$ cat config.mk
export PLATFORM = sky130hd
export DESIGN_NAME = websocket_frame_deframer
export DESIGN_NICKNAME = d
export VERILOG_FILES = /design/src/sv/wsdf_pkg.sv /design/src/sv/websocket_frame_deframer.sv
export SDC_FILE = /design/constraint.sdc
export NUM_CORES = 1
export LEC_CHECK = 0
export BUFFER_PORTS_ARGS = -buffer_cell sky130_fd_sc_hd__buf_2
export CORE_UTILIZATION = 61
export CTS_CLUSTER_SIZE = 24
export DETAILED_ROUTE_END_ITERATION = 6
export GPL_TIMING_DRIVEN = 1
export PLACE_DENSITY_LB_ADDON = 0.1
export SYNTH_ARGS = -nofsm -noshare
export SYNTH_HDL_FRONTEND = slang
export SYNTH_SLANG_ARGS = --single-unit
$ cat constraint.sdc
create_clock -name clk -period 4.2 [get_ports clk]
set_clock_uncertainty 0.1 [all_clocks]
set_input_delay 0.42 -clock clk [delete_from_list [all_inputs] [get_ports clk]]
set_output_delay 0.42 -clock clk [all_outputs]
set_load 0.02 [all_outputs]
$ cat src/sv/wsdf_pkg.sv
// shared types and codes for the websocket frame deframer
package wsdf_pkg;

	// request codes
	localparam logic [1:0] REQ_BYTE = 2'd0;
	localparam logic [1:0] REQ_OPEN = 2'd1;
	localparam logic [1:0] REQ_LOST = 2'd2;

	// result kinds
	localparam logic [3:0] KIND_TEXT       = 4'd0;
	localparam logic [3:0] KIND_BINARY     = 4'd1;
	localparam logic [3:0] KIND_PING       = 4'd2;
	localparam logic [3:0] KIND_EMPTY_TEXT = 4'd3;
	localparam logic [3:0] KIND_EMPTY_BIN  = 4'd4;
	localparam logic [3:0] KIND_PONG       = 4'd5;
	localparam logic [3:0] KIND_CLOSE      = 4'd6;
	localparam logic [3:0] KIND_DISCONN    = 4'd7;
	localparam logic [3:0] KIND_ERROR      = 4'd8;

	// frame opcodes
	localparam logic [3:0] OP_TEXT   = 4'h1;
	localparam logic [3:0] OP_BINARY = 4'h2;
	localparam logic [3:0] OP_CLOSE  = 4'h8;
	localparam logic [3:0] OP_PING   = 4'h9;

	// second header byte length escapes
	localparam logic [6:0] LEN_EXT16 = 7'd126;
	localparam logic [6:0] LEN_EXT64 = 7'd127;

	// configuration
	localparam int           LIMIT_W     = 17;
	localparam logic [16:0]  LIMIT_RESET = 17'd8192;
	localparam logic         REG_LIMIT   = 1'b0;

	// input item
	typedef struct packed {
		logic [1:0] req_type;
		logic [7:0] rx_byte;
	} req_t;

	// result item
	typedef struct packed {
		logic [3:0]  kind;
		logic [7:0]  data_byte;
		logic [15:0] status_code;
		logic        has_close_code;
		logic        last;
	} rsp_t;

endpackage

$ cat src/sv/websocket_frame_deframer.sv
// websocket frame deframer top level: header parse, unmasking and result register
//
//  channel | handshake              | payload
//  --------+------------------------+-----------------------------------
//  request | req_valid / req_ready  | req  (req_type, rx_byte)
//  result  | rsp_valid / rsp_ready  | rsp  (kind, data_byte, status_code,
//          |                        |       has_close_code, last)
//  config  | apb psel/penable/...   | large_frame_limit at address 0
//
// one item per cycle while no result is stalled: the parser state updates at the accepting
// edge and the result, if any, lands in the result register the same edge.
// req_ready is high while the result register is empty or being taken.
// a result waiting on rsp_ready blocks the request side, also for items with no result.
// arst_n clears the link, the parser and the result register and sets the limit to 8192.
module websocket_frame_deframer (
	input  logic                 clk,
	input  logic                 arst_n,
	input  logic                 req_valid,
	output logic                 req_ready,
	input  wsdf_pkg::req_t       req,
	output logic                 rsp_valid,
	input  logic                 rsp_ready,
	output wsdf_pkg::rsp_t       rsp,
	input  logic                 psel,
	input  logic                 penable,
	input  logic                 pwrite,
	input  logic [2:0]           paddr,
	input  logic [31:0]          pwdata,
	output logic [31:0]          prdata,
	output logic                 pready
);

	typedef enum logic [2:0] {
		PH_HDR0 = 3'd0,
		PH_HDR1 = 3'd1,
		PH_EXT  = 3'd2,
		PH_KEY  = 3'd3,
		PH_PAY  = 3'd4
	} phase_t;

	// registers
	logic [wsdf_pkg::LIMIT_W-1:0] limit_q;
	logic           link_open_q;
	phase_t         phase_q;
	logic [3:0]     opcode_q;
	logic           masked_q;
	logic [63:0]    len_q;
	logic [63:0]    rem_q;
	logic [3:0]     left_q;
	logic [31:0]    key_q;
	logic [1:0]     off_q;
	logic [1:0]     pos_q;
	logic [15:0]    code_q;
	logic           rsp_valid_q;
	wsdf_pkg::rsp_t rsp_q;

	// next values
	logic           n_link_open;
	phase_t         n_phase;
	logic [3:0]     n_opcode;
	logic           n_masked;
	logic [63:0]    n_len;
	logic [63:0]    n_rem;
	logic [3:0]     n_left;
	logic [31:0]    n_key;
	logic [1:0]     n_off;
	logic [1:0]     n_pos;
	logic [15:0]    n_code;
	logic           emit;
	wsdf_pkg::rsp_t res;

	logic           acc;
	logic           cfg_wr;
	logic           len_known;
	logic           hdr_done;
	logic [7:0]     key_byte;
	logic [7:0]     dbyte;
	logic           fin;
	logic           small_frame;
	logic           has_code;

	assign acc       = req_valid && req_ready;
	assign req_ready = !rsp_valid_q || rsp_ready;
	assign rsp_valid = rsp_valid_q;
	assign rsp       = rsp_q;
	assign pready    = 1'b1;
	assign cfg_wr    = psel && penable && pwrite && (paddr[2] == wsdf_pkg::REG_LIMIT);

	// register read
	always_comb begin
		prdata = '0;
		if (paddr[2] == wsdf_pkg::REG_LIMIT) begin
			prdata = {{(32 - wsdf_pkg::LIMIT_W){1'b0}}, limit_q};
		end
	end

	// payload byte helpers
	always_comb begin
		unique case (off_q)
			2'd0: key_byte = key_q[31:24];
			2'd1: key_byte = key_q[23:16];
			2'd2: key_byte = key_q[15:8];
			default: key_byte = key_q[7:0];
		endcase
	end
	assign dbyte       = req.rx_byte ^ key_byte;
	assign fin         = (rem_q == 64'd1);
	assign small_frame = (len_q[63:wsdf_pkg::LIMIT_W] == '0) &&
		(len_q[wsdf_pkg::LIMIT_W-1:0] < limit_q);
	assign has_code    = (len_q[63:1] != '0);

	// parser next state and result
	always_comb begin
		n_link_open = link_open_q;
		n_phase     = phase_q;
		n_opcode    = opcode_q;
		n_masked    = masked_q;
		n_len       = len_q;
		n_rem       = rem_q;
		n_left      = left_q;
		n_key       = key_q;
		n_off       = off_q;
		n_pos       = pos_q;
		n_code      = code_q;
		emit        = 1'b0;
		res         = '0;
		len_known   = 1'b0;
		hdr_done    = 1'b0;

		unique case (req.req_type)
			wsdf_pkg::REQ_OPEN, wsdf_pkg::REQ_LOST: begin
				// link change restarts the parser
				n_phase  = PH_HDR0;
				n_opcode = '0;
				n_masked = 1'b0;
				n_len    = '0;
				n_rem    = '0;
				n_left   = '0;
				n_key    = '0;
				n_off    = '0;
				n_pos    = '0;
				n_code   = '0;
				if (req.req_type == wsdf_pkg::REQ_OPEN) begin
					n_link_open = 1'b1;
				end else begin
					n_link_open = 1'b0;
					if (link_open_q) begin
						emit     = 1'b1;
						res.kind = (phase_q == PH_PAY) ? wsdf_pkg::KIND_ERROR :
							wsdf_pkg::KIND_DISCONN;
					end
				end
			end
			wsdf_pkg::REQ_BYTE: begin
				if (link_open_q) begin
					unique case (phase_q)
						PH_HDR1: begin
							n_masked = req.rx_byte[7];
							n_key    = '0;
							n_len    = '0;
							if (req.rx_byte[6:0] == wsdf_pkg::LEN_EXT16) begin
								n_left  = 4'd2;
								n_phase = PH_EXT;
							end else if (req.rx_byte[6:0] == wsdf_pkg::LEN_EXT64) begin
								n_left  = 4'd8;
								n_phase = PH_EXT;
							end else begin
								n_len     = {57'd0, req.rx_byte[6:0]};
								len_known = 1'b1;
							end
						end
						PH_EXT: begin
							n_len  = {len_q[55:0], req.rx_byte};
							n_left = (left_q != 4'd0) ? left_q - 4'd1 : 4'd0;
							if (n_left == 4'd0) begin
								len_known = 1'b1;
							end
						end
						PH_KEY: begin
							n_key  = {key_q[23:0], req.rx_byte};
							n_left = (left_q != 4'd0) ? left_q - 4'd1 : 4'd0;
							if (n_left == 4'd0) begin
								hdr_done = 1'b1;
							end
						end
						PH_PAY: begin
							// unmask and route one payload byte
							unique case (opcode_q)
								wsdf_pkg::OP_TEXT: begin
									if (small_frame) begin
										emit          = 1'b1;
										res.kind      = wsdf_pkg::KIND_TEXT;
										res.data_byte = dbyte;
										res.last      = fin;
									end
								end
								wsdf_pkg::OP_BINARY: begin
									emit          = 1'b1;
									res.kind      = wsdf_pkg::KIND_BINARY;
									res.data_byte = dbyte;
									res.last      = fin;
								end
								wsdf_pkg::OP_PING: begin
									if (small_frame) begin
										emit          = 1'b1;
										res.kind      = wsdf_pkg::KIND_PING;
										res.data_byte = dbyte;
										res.last      = fin;
									end else if (fin) begin
										emit     = 1'b1;
										res.kind = wsdf_pkg::KIND_PONG;
									end
								end
								wsdf_pkg::OP_CLOSE: begin
									if (pos_q == 2'd0) begin
										n_code = {dbyte, 8'd0};
									end else if (pos_q == 2'd1) begin
										n_code = {code_q[15:8], code_q[7:0] | dbyte};
									end
									if (fin) begin
										n_link_open        = 1'b0;
										emit               = 1'b1;
										res.kind           = wsdf_pkg::KIND_CLOSE;
										res.has_close_code = has_code;
										res.status_code    = has_code ? n_code : 16'd0;
									end
								end
								default: begin
								end
							endcase
							n_off = off_q + 2'd1;
							n_pos = (pos_q == 2'd2) ? pos_q : pos_q + 2'd1;
							n_rem = rem_q - 64'd1;
							if (fin) begin
								n_off   = '0;
								n_phase = PH_HDR0;
							end
						end
						default: begin
							n_opcode = req.rx_byte[3:0];
							n_phase  = PH_HDR1;
						end
					endcase

					// length known: fetch the key or finish the header
					if (len_known) begin
						if (n_masked) begin
							n_left  = 4'd4;
							n_phase = PH_KEY;
						end else begin
							hdr_done = 1'b1;
						end
					end

					// header complete
					if (hdr_done) begin
						n_off  = '0;
						n_pos  = '0;
						n_code = '0;
						n_left = '0;
						n_rem  = n_len;
						if (n_len != 64'd0) begin
							n_phase = PH_PAY;
						end else begin
							n_phase = PH_HDR0;
							unique case (opcode_q)
								wsdf_pkg::OP_TEXT: begin
									emit     = 1'b1;
									res.kind = wsdf_pkg::KIND_EMPTY_TEXT;
								end
								wsdf_pkg::OP_BINARY: begin
									emit     = 1'b1;
									res.kind = wsdf_pkg::KIND_EMPTY_BIN;
								end
								wsdf_pkg::OP_PING: begin
									emit     = 1'b1;
									res.kind = wsdf_pkg::KIND_PONG;
								end
								wsdf_pkg::OP_CLOSE: begin
									n_link_open = 1'b0;
									emit        = 1'b1;
									res.kind    = wsdf_pkg::KIND_CLOSE;
								end
								default: begin
								end
							endcase
						end
					end
				end
			end
			default: begin
			end
		endcase
	end

	// state, configuration and result register
	always_ff @(posedge clk or negedge arst_n) begin
		if (!arst_n) begin
			limit_q     <= wsdf_pkg::LIMIT_RESET;
			link_open_q <= 1'b0;
			phase_q     <= PH_HDR0;
			opcode_q    <= '0;
			masked_q    <= 1'b0;
			len_q       <= '0;
			rem_q       <= '0;
			left_q      <= '0;
			key_q       <= '0;
			off_q       <= '0;
			pos_q       <= '0;
			code_q      <= '0;
			rsp_valid_q <= 1'b0;
			rsp_q       <= '0;
		end else begin
			if (cfg_wr) begin
				limit_q <= pwdata[wsdf_pkg::LIMIT_W-1:0];
			end
			if (acc) begin
				link_open_q <= n_link_open;
				phase_q     <= n_phase;
				opcode_q    <= n_opcode;
				masked_q    <= n_masked;
				len_q       <= n_len;
				rem_q       <= n_rem;
				left_q      <= n_left;
				key_q       <= n_key;
				off_q       <= n_off;
				pos_q       <= n_pos;
				code_q      <= n_code;
			end
			if (acc && emit) begin
				rsp_valid_q <= 1'b1;
				rsp_q       <= res;
			end else if (rsp_ready) begin
				rsp_valid_q <= 1'b0;
			end
		end
	end

	// checks
	a_no_accept_on_stall: assert property (@(posedge clk) disable iff (!arst_n)
		(rsp_valid_q && !rsp_ready) |-> !req_ready)
		else $error("item accepted while result stalled");

	a_close_ends_link: assert property (@(posedge clk) disable iff (!arst_n)
		(acc && emit && res.kind == wsdf_pkg::KIND_CLOSE) |=> !link_open_q)
		else $error("link still open after close");

	a_payload_remaining: assert property (@(posedge clk) disable iff (!arst_n)
		(phase_q == PH_PAY) |-> (rem_q != 64'd0))
		else $error("payload phase with nothing remaining");

	a_data_only_for_bytes: assert property (@(posedge clk) disable iff (!arst_n)
		(rsp_valid_q && rsp_q.kind != wsdf_pkg::KIND_TEXT &&
		rsp_q.kind != wsdf_pkg::KIND_BINARY && rsp_q.kind != wsdf_pkg::KIND_PING)
		|-> (rsp_q.data_byte == 8'd0 && !rsp_q.last))
		else $error("data on a non-byte result");

endmodule

Word-level counts from Yosys, hierarchy flattened
Cells that the tools add are included.
{ "totals": {"reg_bits": 241, "out_inout_bits": 65, "elab_cells": 195} }
{ "classes": {"reduce_logical": 30, "order_cmp": 1, "mux": 116, "n_addsub": 4, "n_bitwise": 3, "eq_ne": 23} }
{ "ops": {"columns": ["cell", "n"], "rows": [
  ["2-to-1 mux 64 bit", 6],
  ["case mux 64 bit (2 select lines)", 3],
  ["case mux 32 bit (2 select lines)", 2],
  ["2-to-1 mux 16 bit", 6],
  ["equality test 64 x 1 -> 1 bit (second input constant)", 1],
  ["nonzero test 64 bit", 1],
  ["subtractor 64 x 1 -> 64 bit (second input constant)", 1],
  ["nonzero test 63 bit", 1],
  ["2-to-1 mux 30 bit", 2],
  ["2-to-1 mux 4 bit", 14],
  ["2-to-1 mux 17 bit", 3],
  ["case mux 8 bit (3 select lines)", 2],
  ["logical NOT 47 bit", 1],
  ["2-to-1 mux 1 bit", 35],
  ["2-to-1 mux 3 bit", 11],
  ["2-to-1 mux 32 bit", 1],
  ["case mux 16 bit (2 select lines)", 1],
  ["case mux 4 bit (2 select lines)", 4],
  ["case mux 4 bit (4 select lines)", 2],
  ["2-to-1 mux 26 bit", 1],
  ["2-to-1 mux 8 bit", 3],
  ["< comparator 17 bit", 1],
  ["2-to-1 mux 2 bit", 8],
  ["equality test 7 bit (second input constant)", 2],
  ["other kinds (36)", 65]
]} }

Logic depth before layout (Yosys ltp)
{ "logic_depth": {"ltp_word": 15, "ltp_mapped": 13, "ltp_nobuf": 10} }

Worst setup path after synthesis
No wires, ideal clock.
{ "synth_timing": {"kind": "register to register", "startpoint": "register rem_q[59]", "endpoint": "register rsp_q (netlist bit rsp[10])", "setup_time_ns": 0.125, "path_buffers": 2, "required_ns": 3.975, "stages_incl_launch_ff": 11, "setup_slack_ns": 1.267, "arrival_time_ns": 2.708, "path_cell_list": "dfrtp_1 > or4_4 > or4_1 > buf_2 > nor4_1 > nand3_1 > a2bb2oi_1 > o21ai_1 > nor2_2 > buf_6 > mux2_4"} }
{ "synth_via": {"elab_chain_len": 11, "word_cells_on_any_way": 16} }
{ "synth_rtl": {"columns": ["item", "line", "source"], "rows": [
  ["start: declaration", "websocket_frame_deframer.sv:48", "logic [63:0] rem_q;"],
  ["start signal: assignment", "websocket_frame_deframer.sv:323", "rem_q <= n_rem;"],
  ["equality test 64 x 1 -> 1 bit (*)", "websocket_frame_deframer.sv:107", "assign fin = (rem_q == 64'd1);"],
  ["2-to-1 mux 1 bit", "websocket_frame_deframer.sv:209, websocket_frame_deframer.sv:220", null],
  ["2-to-1 mux 1 bit", "websocket_frame_deframer.sv:204", "if (small_frame) begin"],
  ["case mux 1 bit (4 select lines)", "websocket_frame_deframer.sv:188", "unique case (opcode_q)"],
  ["2-to-1 mux 1 bit", "websocket_frame_deframer.sv:156", "unique case (phase_q)"],
  ["2-to-1 mux 1 bit", "websocket_frame_deframer.sv:266", "unique case (opcode_q)"],
  ["2-to-1 mux 1 bit", "websocket_frame_deframer.sv:262", "if (n_len != 64'd0) begin"],
  ["2-to-1 mux 1 bit", "websocket_frame_deframer.sv:256", "if (hdr_done) begin"],
  ["2-to-1 mux 1 bit", "websocket_frame_deframer.sv:155", "if (link_open_q) begin"],
  ["case mux 1 bit (2 select lines)", "websocket_frame_deframer.sv:130", "unique case (req.req_type)"],
  ["logical AND 1 bit", "websocket_frame_deframer.sv:330", "if (acc && emit) begin"],
  ["end signal: assignment", "websocket_frame_deframer.sv:332", "rsp_q <= res;"],
  ["end: declaration", "websocket_frame_deframer.sv:55", "wsdf_pkg::rsp_t rsp_q;"]
]} }
Every way passes the cells marked *; elsewhere a longest branch is shown, timed or not.
A chain may end at the register's enable or synchronous reset.

Worst setup path after layout
{ "layout_timing": {"startpoint": "register phase_q[0]", "endpoint": "register rsp_q (netlist bit rsp[5])"} }
{ "layout_via": {"elab_chain_len": 12, "word_cells_on_any_way": 29} }
{ "layout_rtl": {"columns": ["item", "line", "source"], "rows": [
  ["start: declaration", "websocket_frame_deframer.sv:44", "phase_t phase_q;"],
  ["start signal: assignment", "websocket_frame_deframer.sv:319", "phase_q <= n_phase;"],
  ["branches (longest 12 deep; another with case mux 64 bit (2 select lines))", null, null]
]} }
Parallel ways; which one is timed is not known. The select of a mux whose other input is x is not followed.

==> impl_metrics.yaml <==
power_and_ir_drop:
  switchingPower_mw: 3.734
  p_int_mw: 5.296
  ir_drop_mv: 0.5037
  seq_power_share: 0.314
  leakagePower_nw: 7.624
  swShare: 0.4135
  comb_power_share: 0.403
  power.share.clock: 0.283
  powerDensity_nw_per_um2: 547.9
routing:
  vias: 14180
  dr_wl_met3_mm: 4.424
  avgViaCountPerCell: 6.633
  met2WireLength_mm: 20.88
  wire_per_inst_um: 21.26
  ant_nets: 0
  first_iter_violations: 1928
  drc: 0
  routed_wl_mm: 45.43
  drt_first_pass_iters: 6
  wl_met1_mm: 18.40
  routed.top_layer: "met4"
timing:
  fin_crit_sh: 0.9118
  rsz0062_at_grt: "false"
  setup_viol: 0
  layout_setup_ws_ns: 0.3704
  timing.fmax_mhz: 261.1
  max-slew-margin-rel: 0.2421
  final.setup.tns_ns: 0
  worst_slew_pin_slew_ns: 1.134
  drv_slew: 0
  final.min_clock_period_ns: 3.830
  hold_violations: 0
worst_setup_path:
  startpoint: "phase_q[0]"
  cp.required_ns: 4.52
  crit_path_start_kind: "register"
  critPathKind: "reg2reg"
  critical_path.most_common_cell: "nand4_1"
  cp_slowest_cell: "a222oi_1"
  r2r_slack_ns: 0.37
  endpoint_kind: "register"
  r2r-end: "rsp[5]"
  r2r_start: "phase_q[0]"
  path_cells: "o21bai_4 > buf_4 > a222oi_1 > nand4_1 > nor4_1 > nand4_1 > nor3_2 > nor2_4 > mux2_4"
  critPathMaxStageDelay_ns: 0.66
  crit_path_max_fanout: 31
  worstRegToRegCells: 9
  arrival_ns: 4.15
  crit_end: "rsp[5]"
synthesis:
  yosysSeqAreaShare: 0.4128
  synth_edf_count: 0
  synthCells: 1726
  synth-async-reset-ratio: 1.000
  ys_seq_elements: 241
  ys_types: 77
  yosysWarningCount: 0
  synthFlopType: "dfrtp_1"
  synth_area_um2: 14610
  avgSynthCellArea_um2: 8.466
die:
  dieArea_um2: 24580
  die-height_um: 156.8
  fp-row-count: 56
  io_pins: 117
  initial_core_util: 0.6225
  core_area_um2: 23470
  die_x_um: 156.8
grt:
  grt_overflow: 0
  grt_util_all_layers: 0.3731
  grt_pass1_vias: 13140
  grt_max_degree: 111
  grt_pass1_wl_mm: 71.89
  antenna_found_initial: 0
cts:
  clockBufferDepth: 3
  numClockSinks: 241
  cts.htree.levels: 1
  cts_tree: "done"
  cts_root_buf: "clkbuf_16"
  insertion_delay_ns: 0.54
  cts_buffers: 27
  clk_pin_slew_ns: 0.06
layout:
  drive_above_1_share: 0.1546
  finish.net_count: 1878
  mostFrequentLayoutCell: "dfrtp_1"
  design_area_um2: 16480
  antennaDiodeCount: 0
  fillCellCount: 1865
  area_growth_pct: 12.78
  final_core_util: 0.7021
  final_cell_mix: "dfrtp_1 (238), o21ai_0 (235), nand2_1 (226)"
worst_hold_path:
  hp-start: "pwdata[5]"
  whs_path_depth: 2
  hold_path.class: "in2reg"
flow_run:
  maxCapViolCount: 0
placed_design:
  place_area_um2: 15520
  place_ws_ns: 0.4870
  place.gp.congestion: 0.9588
  dp_hpwl_mm: 30.93
  port_buffers: 83
status:
  status: "complete, no violations"
cell usage after synthesis (20+ instances only):
| master | number | share of area |
|---|---|---|
| dfrtp_1 | 240 | 0.41 |
| o21ai_0 | 235 | 0.080 |
| nand2_1 | 226 | 0.058 |
| nor2_1 | 138 | 0.035 |
| clkbuf_1 | 93 | 0.024 |
| a21oi_1 | 76 | 0.026 |
| inv_1 | 62 | 0.016 |
| and3_1 | 44 | 0.019 |
| nor3_1 | 44 | 0.015 |
| nor4_1 | 44 | 0.019 |
| a221oi_1 | 39 | 0.023 |
| and2_1 | 39 | 0.017 |
| nand4_1 | 37 | 0.016 |
| a22o_1 | 35 | 0.021 |
| mux2i_1 | 29 | 0.020 |
| ha_1 | 28 | 0.024 |
| nand3_1 | 26 | 0.0089 |
| nor2b_1 | 25 | 0.011 |
| a222oi_1 | 22 | 0.015 |
| a31oi_1 | 21 | 0.0090 |
| mux2_2 | 20 | 0.015 |
power groups by stage:
| stage | combinational, mW | clock (mW) | sequential (mW) |
|---|---|---|---|
| floorplan | 2.47 | 0 | 2.86 |
| global placement | 3.47 | 0 | 2.85 |
| detailed placement | 3.53 | 0 | 2.86 |
| CTS | 3.55 | 2.57 | 2.82 |
| global route | 3.99 | 2.66 | 2.86 |
| finish | 3.64 | 2.55 | 2.84 |
metal layers:
metal | GRT usage | up-vias
li1 | - | 6393
met1 | 0.5103 | 6845
met2 | 0.5924 | 811
met3 | 0.06591 | 126
met4 | 0.1359 | 0
met5 | 0 | -
worst min path at each step:
stage                     slack (ns)     endpoint
after floorplan                 0.02    code_q[0]
after global placement          0.36    key_q[27]
after detailed placement        0.37    code_q[4]
after CTS                      0.003   limit_q[4]
after global routing           0.009  limit_q[15]
final                           0.02   limit_q[5]
cells by family after synthesis:
| logic type | Yosys count | synth area share |
|---|---|---|
| simple gates | 679 | 0.2270 |
| compound gates | 507 | 0.2172 |
| flops | 241 | 0.4128 |
| buf+inv | 193 | 0.06019 |
| mux | 65 | 0.05172 |
| fa+ha+maj | 28 | 0.02397 |
| xor+xnor | 11 | 0.006594 |
| other cells | 2 | 0.0005139 |
state kept, by name, summed over array words and instances (netlist names), 3 cells and up:
signal / count
rsp: 30
rem_q: 64
opcode_q: 4
len_q: 64
left_q: 4
code_q: 16
phase_q: 3
limit_q: 17
key_q: 32
layout make-up:
type / count / area [um2] / area share
multi-input cells: 1306 / 7780 / 0.4721
flip-flops and latches: 241 / 6035 / 0.3662
repair buffers: 160 / 1081 / 0.06559
clock buffers: 33 / 738.2 / 0.04479
well taps: 319 / 399.1 / 0.02422
inverters: 62 / 232.7 / 0.01412
clock inverters: 16 / 215.2 / 0.01306
metrics by stage:
step	hold slack, ns	power (mW)	std cells
after floorplan	0.02441	5.328	1740
after global placement	0.3621	6.317	2087
after detailed placement	0.3718	6.394	2087
after CTS	0.003150	8.948	2137
after global routing	0.008915	9.519	2137
final	0.01763	9.030	2137
critical path, delay by kind of cell, from the launching register on:
| kind | cells | cell delay (ns) |
|---|---|---|
| mux | 1 | 0.36 |
| buf+inv | 1 | 0.28 |
| simple gates | 5 | 1.46 |
| compound gates | 2 | 0.92 |
| flops | 1 | 0.55 |
timing repair:
item | 4_1_cts | 5_1_grt
hold endpoints to repair | 107 | 0
setup buffers | 0 | 0
hold buffers | 1 | 0
gates resized for setup | 0 | 0
No activity file was read; power rests on OpenSTA's default activity.
